### config.mk
export PLATFORM = sky130hd
export DESIGN_NAME = ascending_exchange_sorter
export DESIGN_NICKNAME = d
export VERILOG_FILES = /design/src/rtl/exs_pkg.sv /design/src/rtl/ascending_exchange_sorter.sv /design/src/rtl/exs_store.sv /design/src/rtl/exs_seq.sv
export SDC_FILE = /design/constraint.sdc
export NUM_CORES = 1
export LEC_CHECK = 0
export BUFFER_PORTS_ARGS = -buffer_cell sky130_fd_sc_hd__buf_2
export CORE_AREA = 2 2 161 131
export CTS_BUF_LIST = sky130_fd_sc_hd__clkbuf_2 sky130_fd_sc_hd__clkbuf_4 sky130_fd_sc_hd__clkbuf_8
export DETAILED_ROUTE_END_ITERATION = 6
export DIE_AREA = 0 0 163 133
export HOLD_SLACK_MARGIN = 0.02
export SKIP_LAST_GASP = 1
export SYNTH_ARGS = -nofsm -noshare
export SYNTH_HDL_FRONTEND = slang
export SYNTH_SLANG_ARGS = --single-unit
### constraint.sdc
create_clock -name clk -period 4.8 [get_ports clk]
set_input_delay 0.96 -clock clk [delete_from_list [all_inputs] [get_ports clk]]
set_output_delay 0.96 -clock clk [all_outputs]
set_load 0.005 [all_outputs]
### src/rtl/exs_pkg.sv
// Shared types and constants for the ascending exchange sorter.
// No dependencies; every other file of the block but the macro header imports this package.
`default_nettype none

package exs_pkg;

  localparam int MAX_ENTRIES = 16;
  localparam int IDX_W = (MAX_ENTRIES > 1) ? $clog2(MAX_ENTRIES) : 1;
  localparam int CNT_W = $clog2(MAX_ENTRIES + 1);
  localparam int KEY_W = 8;

  typedef logic [IDX_W-1:0] idx_t;
  typedef logic [CNT_W-1:0] cnt_t;
  typedef logic [KEY_W-1:0] key_t;

  typedef struct packed {
    logic [7:0] key_value;
    logic       last_in;
  } in_item_t;

  typedef struct packed {
    logic [7:0] sorted_value;
    logic       last_out;
    logic       overflowed;
  } out_item_t;

  typedef struct packed {
    logic we;
    idx_t waddr;
    key_t wdata;
    idx_t raddr;
  } mem_req_t;

  typedef struct packed {
    logic      load;
    out_item_t item;
  } emit_t;

  typedef enum logic [2:0] {
    ST_IDLE,
    ST_RD_I,
    ST_LD_I,
    ST_SCAN,
    ST_WR_I,
    ST_EMIT_LD,
    ST_EMIT_WAIT
  } state_t;

endpackage

`default_nettype wire

### src/rtl/ascending_exchange_sorter.sv
// Top level of the ascending exchange sorter: store, sequencer and result register.
// Depends on exs_pkg, exs_store and exs_seq.
//
//   Channel | Direction | Handshake          | Request
//   src     | in        | src_valid/src_stall | in_item_t: key_value, last_in
//   dst     | out       | dst_valid/dst_stall | out_item_t: sorted_value, last_out, overflowed
//
// Values of a list are taken one per cycle until the request marked last.
// Sorting a list runs on the single comparator, with at most one store read and
// one store write per cycle. Each result is held in the result register while dst_stall
// is high; the next result is loaded only after it is taken.
// No new request is taken from the request marked last until the final result leaves.
// Reset is synchronous and clears the state, the fill count, the overflow flag and the valid bit.
`default_nettype none

module ascending_exchange_sorter (
  input  wire                 clk,
  input  wire                 rst,
  input  wire                 src_valid,
  output logic                src_stall,
  input  exs_pkg::in_item_t   src_item,
  output logic                dst_valid,
  input  wire                 dst_stall,
  output exs_pkg::out_item_t  dst_item
);
  import exs_pkg::*;

  mem_req_t mem_req;
  key_t     rdata;
  emit_t    emit;
  logic     taken;

  assign taken = dst_valid & ~dst_stall;

  exs_store u_store (
    .clk   (clk),
    .req   (mem_req),
    .rdata (rdata)
  );

  exs_seq u_seq (
    .clk       (clk),
    .rst       (rst),
    .src_valid (src_valid),
    .src_stall (src_stall),
    .src_item  (src_item),
    .mem_req   (mem_req),
    .rdata     (rdata),
    .emit      (emit),
    .taken     (taken)
  );

  always_ff @(posedge clk) begin
    if (rst) begin
      dst_valid <= 1'b0;
    end else if (emit.load) begin
      dst_valid <= 1'b1;
    end else if (taken) begin
      dst_valid <= 1'b0;
    end
    if (emit.load) begin
      dst_item <= emit.item;
    end
  end

endmodule

`default_nettype wire

### src/rtl/exs_store.sv
// Value store of the sorter: one write port and one registered read port.
// Depends on exs_pkg for the request struct and the index types.
`default_nettype none

module exs_store (
  input  wire             clk,
  input  exs_pkg::mem_req_t req,
  output exs_pkg::key_t   rdata
);
  import exs_pkg::*;

  key_t mem [MAX_ENTRIES];

  always_ff @(posedge clk) begin
    if (req.we) begin
      mem[req.waddr] <= req.wdata;
    end
    rdata <= mem[req.raddr];
  end

endmodule

`default_nettype wire

### src/rtl/exs_seq.sv
// Sequencer of the sorter: collects a list, runs the exchange sort through one
// shared comparator over the store, then reads out the results. Uses exs_pkg.
`default_nettype none

module exs_seq (
  input  wire                clk,
  input  wire                rst,
  input  wire                src_valid,
  output logic               src_stall,
  input  exs_pkg::in_item_t  src_item,
  output exs_pkg::mem_req_t  mem_req,
  input  exs_pkg::key_t      rdata,
  output exs_pkg::emit_t     emit,
  input  wire                taken
);
  import exs_pkg::*;

  state_t state, state_next;
  cnt_t   fill, fill_next;
  logic   ovf, ovf_next;
  idx_t   i, i_next;
  idx_t   j, j_next;
  idx_t   k, k_next;
  key_t   held, held_next;

  always_ff @(posedge clk) begin
    if (rst) begin
      state <= ST_IDLE;
      fill  <= '0;
      ovf   <= 1'b0;
    end else begin
      state <= state_next;
      fill  <= fill_next;
      ovf   <= ovf_next;
    end
    i    <= i_next;
    j    <= j_next;
    k    <= k_next;
    held <= held_next;
  end

  always_comb begin
    state_next    = state;
    fill_next     = fill;
    ovf_next      = ovf;
    i_next        = i;
    j_next        = j;
    k_next        = k;
    held_next     = held;
    src_stall     = 1'b1;
    mem_req.we    = 1'b0;
    mem_req.waddr = i;
    mem_req.wdata = held;
    mem_req.raddr = i;
    emit.load               = 1'b0;
    emit.item.sorted_value  = rdata;
    emit.item.last_out      = (cnt_t'(k) + cnt_t'(1)) == fill;
    emit.item.overflowed    = ovf;
    unique case (state)
      ST_IDLE: begin
        src_stall     = 1'b0;
        mem_req.waddr = fill[IDX_W-1:0];
        mem_req.wdata = src_item.key_value;
        if (src_valid) begin
          if (fill < cnt_t'(MAX_ENTRIES)) begin
            mem_req.we = 1'b1;
            fill_next  = fill + cnt_t'(1);
          end else begin
            ovf_next = 1'b1;
          end
          if (src_item.last_in) begin
            i_next     = '0;
            state_next = ST_RD_I;
          end
        end
      end
      ST_RD_I: begin
        if ((cnt_t'(i) + cnt_t'(1)) >= fill) begin
          mem_req.raddr = '0;
          k_next        = '0;
          state_next    = ST_EMIT_LD;
        end else begin
          mem_req.raddr = i;
          state_next    = ST_LD_I;
        end
      end
      ST_LD_I: begin
        held_next     = rdata;
        j_next        = i + idx_t'(1);
        mem_req.raddr = i + idx_t'(1);
        state_next    = ST_SCAN;
      end
      ST_SCAN: begin
        mem_req.raddr = j + idx_t'(1);
        mem_req.waddr = j;
        mem_req.wdata = held;
        if (held > rdata) begin
          mem_req.we = 1'b1;
          held_next  = rdata;
        end
        if ((cnt_t'(j) + cnt_t'(1)) == fill) begin
          state_next = ST_WR_I;
        end else begin
          j_next = j + idx_t'(1);
        end
      end
      ST_WR_I: begin
        mem_req.we = 1'b1;
        i_next     = i + idx_t'(1);
        state_next = ST_RD_I;
      end
      ST_EMIT_LD: begin
        emit.load  = 1'b1;
        state_next = ST_EMIT_WAIT;
      end
      ST_EMIT_WAIT: begin
        mem_req.raddr = k + idx_t'(1);
        if (taken) begin
          if ((cnt_t'(k) + cnt_t'(1)) == fill) begin
            fill_next  = '0;
            ovf_next   = 1'b0;
            state_next = ST_IDLE;
          end else begin
            k_next     = k + idx_t'(1);
            state_next = ST_EMIT_LD;
          end
        end
      end
      default: begin
        state_next = ST_IDLE;
      end
    endcase
  end

endmodule

`default_nettype wire

Yosys cells after proc, flatten, opt, wreduce, memory -nomap -nowiden
Memory sizes are Yosys's and may differ from the RTL's. A register that Yosys moved wholly into a read port is not among the register bits.
Index checks and enable logic that the tools add are counted.
Cells by class
  add/subtract/negate cells: 7
  magnitude comparators: 3
  eq/ne operators: 19
  multiplexer cells: 41
  bitwise gates (word level): 2
  reduce and logical (&&, ||, !) cells: 13
Operator list (number)
  4-bit 2-to-1 mux: 7
  12-bit case mux with 2 select lines: 1
  4-bit case mux with 2 select lines: 3
  3-bit case mux with 7 select lines: 1
  5-bit 2-to-1 mux: 4
  3-bit 2-to-1 mux: 6
  4-bit case mux with 4 select lines: 1
  8-bit case mux with 2 select lines: 1
  4-bit by 1-bit adder with 5-bit output (second input constant): 3
  2-bit inequality test (second input constant): 7
  1-bit 2-to-1 mux: 13
  4-bit by 1-bit adder with 4-bit output (second input constant): 3
  5-bit equality test: 2
  5-bit case mux with 2 select lines: 1
  5-bit AND reduction: 2
  2-bit nonzero test: 5
  3-bit equality test (second input constant): 3
  8-bit > comparator: 1
  8-bit 2-to-1 mux: 1
  2-bit by 1-bit inequality test with 1-bit output (second input constant): 4
  4-bit AND reduction: 2
  3-bit by 2-bit equality test with 1-bit output (second input constant): 2
  5-bit by 1-bit adder with 5-bit output (second input constant): 1
  5-bit >= comparator: 1
  other kinds (9): 10
Word-level totals
  bits in registers: 40
  bits in writable memories: 128
  input bits: 13
  word-level logic and storage cells: 97
  memories: 1
Memory list
  u_store.mem: words 16, width 8, rd ports 1, clocked after memory_dff 1, write ports 1, RTL line exs_store.sv:12  | key_t mem [MAX_ENTRIES];

Depth between registers and ports, before layout
  depth after elaboration: 6
  gate-level depth with buffers: 14
  gate-level depth less buffers: 12

Modules after synthesis
A second synthesis with hierarchy kept.
Second synthesis, totals
  cell total of the unflattened synthesis: 492
  area, all modules: 7739.9 µm²
Modules (own cells, without submodules)
  exs_store: instances 1, cells each 229, area each 5147.4 µm², seq. area each 4003.8 µm²
  exs_seq: instances 1, cells each 249, area each 2254.7 µm², seq. area each 780.7 µm²
  ascending_exchange_sorter: instances 1, cells each 14, area each 337.8 µm², seq. area each 320.3 µm²

Worst setup path after synthesis
No wires, ideal clock.
  path kind: reg2reg
  start: register u_seq.i[0]
  end: register u_store.rdata[5], read port of u_store.mem
  setup time: 122 ps
  arrival: 2958 ps
  data required time: 4678 ps
  setup slack: 1720 ps
  stages on the path, launching flop included: 14
  path through: edfxtp_1 -> ha_1 -> xor2_1 -> ha_1 -> a21o_1 -> a31oi_1 -> a2bb2oi_1 -> a31o_1 -> buf_6 -> buf_6 -> mux2_4 -> nand2_1 -> o21ai_1 -> a221o_1
Between the ends
  cells in the longest elaborated chain, start to end: 4
Ends and longest elaborated chain
  from (decl): RTL line exs_seq.sv:21  | idx_t i, i_next;
  from (signal assigned): RTL line exs_seq.sv:36  | i <= i_next;
  4-bit by 1-bit adder with 5-bit output: RTL line exs_seq.sv:78  | if ((cnt_t'(i) + cnt_t'(1)) >= fill) begin
  5-bit >= comparator: RTL line exs_seq.sv:78
  4-bit 2-to-1 mux: RTL line exs_seq.sv:78
  4-bit case mux with 4 select lines (*): RTL line exs_seq.sv:59  | unique case (state)
  to (decl): RTL line exs_store.sv:8  | output exs_pkg::key_t rdata
Mark *: on every way between the ends. The rest lies on a longest branch, timed or not.
A chain may end at the register's enable or synchronous reset.

Worst setup path after layout
  start: register u_seq.i[0]
  end: register u_store.rdata[1], read port of u_store.mem
The elaborated chain is that of the path after synthesis.

==> flow_summary.ini <==
[outcome]
status = completed

[detailed_routing]
post_drt_via_cell_ratio = 5.41
vias = 4816
drtAntennaViolNets = 0
drt_iter0_markers = 508
wl_mm = 17.7
route.detailed.drc = 0
wl_per_cell_microns = 19.9
drt-pass1-iter-count = 5

[synthesis]
ys_warn_count = 0
synth_edf_count = 158
synth_fp_nets = 613
ys_ff_latch = 176
synth_cell_types = 55
synth.most_common_cell = edfxtp_1
synth_top_cell_by_area = edfxtp_1
synth_top_area_share_pct = 59.9
synth_commonest_cells = edfxtp_1, nand2_1, mux2i_1
async_reset_ff_share_pct = 0
yosysSeqAreaShare_pct = 64.4
ys.flop_type = edfxtp_1
avgSynthCellArea_sq_um = 13.6
synth_area_leaders = edfxtp_1, mux2i_1, dfxtp_1
syn_inst = 583
syn-cell-area_sq_um = 7930

[cells_and_area]
final_nets = 638
synthToLayoutAreaGrowth_pct = 9.47
final_cells = 890
n_fill_cell = 1854
n_antenna_cell = 0
drive_above_1_share_pct = 15.0

[worst_setup_path]
critical-path-top-delay-family = compound AO/OA/AOI/OAI gates
path_depth = 12
r2r_setup_slack_ns = 0.77
cp_cell_sequence = ha_1 -> xor2_1 -> ha_1 -> a21o_1 -> a31oi_1 -> a2bb2oi_1 -> a31o_4 -> buf_4 -> mux2_2 -> nand2_1 -> o21ai_1 -> a221o_1
startpoint = u_seq.i[0]$_SDFFCE_PP0P_
worstSetupEndpointType = flop
crit_fanout = 28
crit_type = flop to flop
slowest_delay_ns = 0.53
rr_worst_depth = 12
cp.required_ns = 5.14
crit_path_end = u_store.rdata[1]$_DFF_P_
worstPathArrival_ns = 4.37
critPathBufInv = 1
cp-start-kind = flop
reg2reg_from = u_seq.i[0]$_SDFFCE_PP0P_
worst_path_most_repeated_cell = ha_1
slowest_stage = edfxtp_1
r2r_end = u_store.rdata[1]$_DFF_P_

[cts]
h-tree-depth = 4
clock-root-buffer = clkbuf_8
clk_latency_ns = 0.46
cts_resized = 0
cts_buffers = 17
post-cts-setup-buffer-count = 0
clockBufferDepth = 2
postCtsHoldBufs = 0
cts_tree = done
clk_pin_slew_ns = 0.10
cts_sinks = 176

[sta]
timing.slew.headroom_pct = 16.0
tightest_slew_ns = 1.25
final.setup.tns_ns = 0
period_needed_ns = 4.03
skew_ns = 0.0189
finalSetupViolations = 0
min_period_over_period_pct = 83.9
whs_ns = 0.437
clock.fmax_mhz = 248
hold_viol_final = 0
maxSlewViolCount = 0
setup_slack_ns = 0.772
rsz0062_at_grt = false

[grt]
grt_usage_pct = 17.1
grt_pass1_vias = 4810
antenna_found_initial = 0
grt_first_pass_wirelength_mm = 27.6
grt_overflow = 0
grt_max_degree = 48

[pwr]
clkPwrFrac_pct = 15.9
power_switching_mw = 2.47
p_comb_share_pct = 44.6
leakagePower_nw = 3.07
switching_share_pct = 40.2
power_frac_seq_pct = 39.5
p_int_mw = 3.67
peakVddDrop_uv = 284
p_per_area_nw_per_um2 = 708

[placed_design]
place_ws_ns = 0.838
dp_cells = 858
hpwlAfterDp_mm = 12.2
finalWeightedCongestion = 0.838
io_buffers = 24

[floorplanning]
core_area_sq_um = 20300
dieHeight_microns = 133
dieArea_sq_um = 21700
die_x_microns = 163
placementRows = 47
io_pins = 25
initial_core_util_pct = 39.1

[run]
maxCapViolations = 0

[worst_hold_path]
hp-class = flop to flop
## worst min-delay path by stage
stage                                start               endpoint  slack, ns  depth (start not counted)
floorplan           u_seq.ovf$_SDFFE_PP0P_  dst_item[0]$_DFFE_PP_       0.40                          0
global route        u_seq.ovf$_SDFFE_PP0P_  dst_item[0]$_DFFE_PP_       0.47                          0
CTS                 u_seq.ovf$_SDFFE_PP0P_  dst_item[0]$_DFFE_PP_       0.44                          0
global placement    u_seq.ovf$_SDFFE_PP0P_  dst_item[0]$_DFFE_PP_       0.41                          0
detailed placement  u_seq.ovf$_SDFFE_PP0P_  dst_item[0]$_DFFE_PP_       0.42                          0
finish              u_seq.ovf$_SDFFE_PP0P_  dst_item[0]$_DFFE_PP_       0.44                          0
## sequential cells by signal (all words and copies together) (netlist names)
register,flops
u_seq.state,3
u_seq.held,8
u_store.rdata,8
u_store.mem,128
u_seq.fill,5
u_seq.k,4
dst_item,10
u_seq.i,4
dst_valid,1
u_seq.ovf,1
u_seq.j,4
## logic make-up (layout without fill, tap and decap cells)
| logic type | Yosys count | after routing | synth area share (%) |
|---|---|---|---|
| muxes | 85 | 85 | 11.3 |
| AOI/OAI and AO/OA | 103 | 103 | 8.73 |
| DFF | 176 | 176 | 64.4 |
| and+or+nand+nor | 144 | 144 | 8.26 |
| xor gates and xnor gates | 14 | 14 | 1.55 |
| adders and majority gates | 17 | 17 | 2.68 |
| buffers and inverters | 44 | 82 | 3.06 |
## per-stage QoR
step,area [sq um],power [mW],util (%)
finish,8680,6.14,42.8
global route,8680,6.49,42.8
CTS,8680,6.14,42.8
detailed placement,8290,5.17,40.9
global placement,8290,5.08,40.9
floorplan,7930,4.40,-
## power groups by stage
stage | Sequential [mW] | Combinational, mW | Clock, mW
3_3_place_gp | 2.45 | 2.63 | 0
4_1_cts | 2.42 | 2.72 | 0.996
2_1_floorplan | 2.37 | 2.02 | 0
6_report | 2.43 | 2.74 | 0.977
5_1_grt | 2.46 | 2.97 | 1.06
3_5_place_dp | 2.46 | 2.71 | 0
## worst register-to-register path, cell delays in order (launching register included)
cell	delay, ns
edfxtp_1	0.53
ha_1	0.29
xor2_1	0.28
ha_1	0.31
a21o_1	0.18
a31oi_1	0.25
a2bb2oi_1	0.26
a31o_4	0.53
buf_4	0.39
mux2_2	0.37
nand2_1	0.06
o21ai_1	0.07
a221o_1	0.40
## routing by layer
layer	vias to the layer above	wire (microns)	part of all wire, %	GRT usage [%]
met1	2387	8560	48	24.9
met4	0	142	0.80	3.93
met5	-	0	0	0
met3	12	971	5.5	3.51
met2	173	8020	45	26.3
li1	2244	-	-	-
## area by class of cell
cell class / instances / area (sq um) / share of cell area, %
inverters: 17 / 63.8 / 0.736
clock inverters: 14 / 143 / 1.64
clock buffers: 18 / 241 / 2.78
multi-input cells: 363 / 2590 / 29.8
flip-flops and latches: 176 / 5100 / 58.8
well taps: 269 / 337 / 3.88
repair buffers: 33 / 200 / 2.31
## layout by cell type, fill, tap and decap left out, types with 3 or more instances in the layout
| master | instances |
|---|---|
| nor3_1 | 3 |
| nand4_1 | 3 |
| mux2_1 | 10 |
| ha_1 | 17 |
| inv_8 | 4 |
| o21ai_1 | 13 |
| o21ai_0 | 18 |
| xnor2_1 | 8 |
| mux2_2 | 22 |
| xor2_1 | 6 |
| a221o_1 | 9 |
| a21oi_1 | 15 |
| nand2b_1 | 4 |
| o22ai_1 | 10 |
| buf_4 | 8 |
| mux2i_1 | 52 |
| nor2_1 | 40 |
| nand2_1 | 58 |
| a221oi_1 | 3 |
| edfxtp_1 | 158 |
| a31oi_1 | 4 |
| nor2b_1 | 6 |
| o21a_1 | 4 |
| and3_1 | 8 |
| inv_1 | 17 |
| dfxtp_1 | 18 |
| clkbuf_8 | 17 |
| clkinv_4 | 4 |
| o21bai_1 | 4 |
| or3_1 | 3 |
| buf_2 | 24 |
| a21o_1 | 6 |
| nand3_1 | 11 |
(Power assumes the default switching activity.)
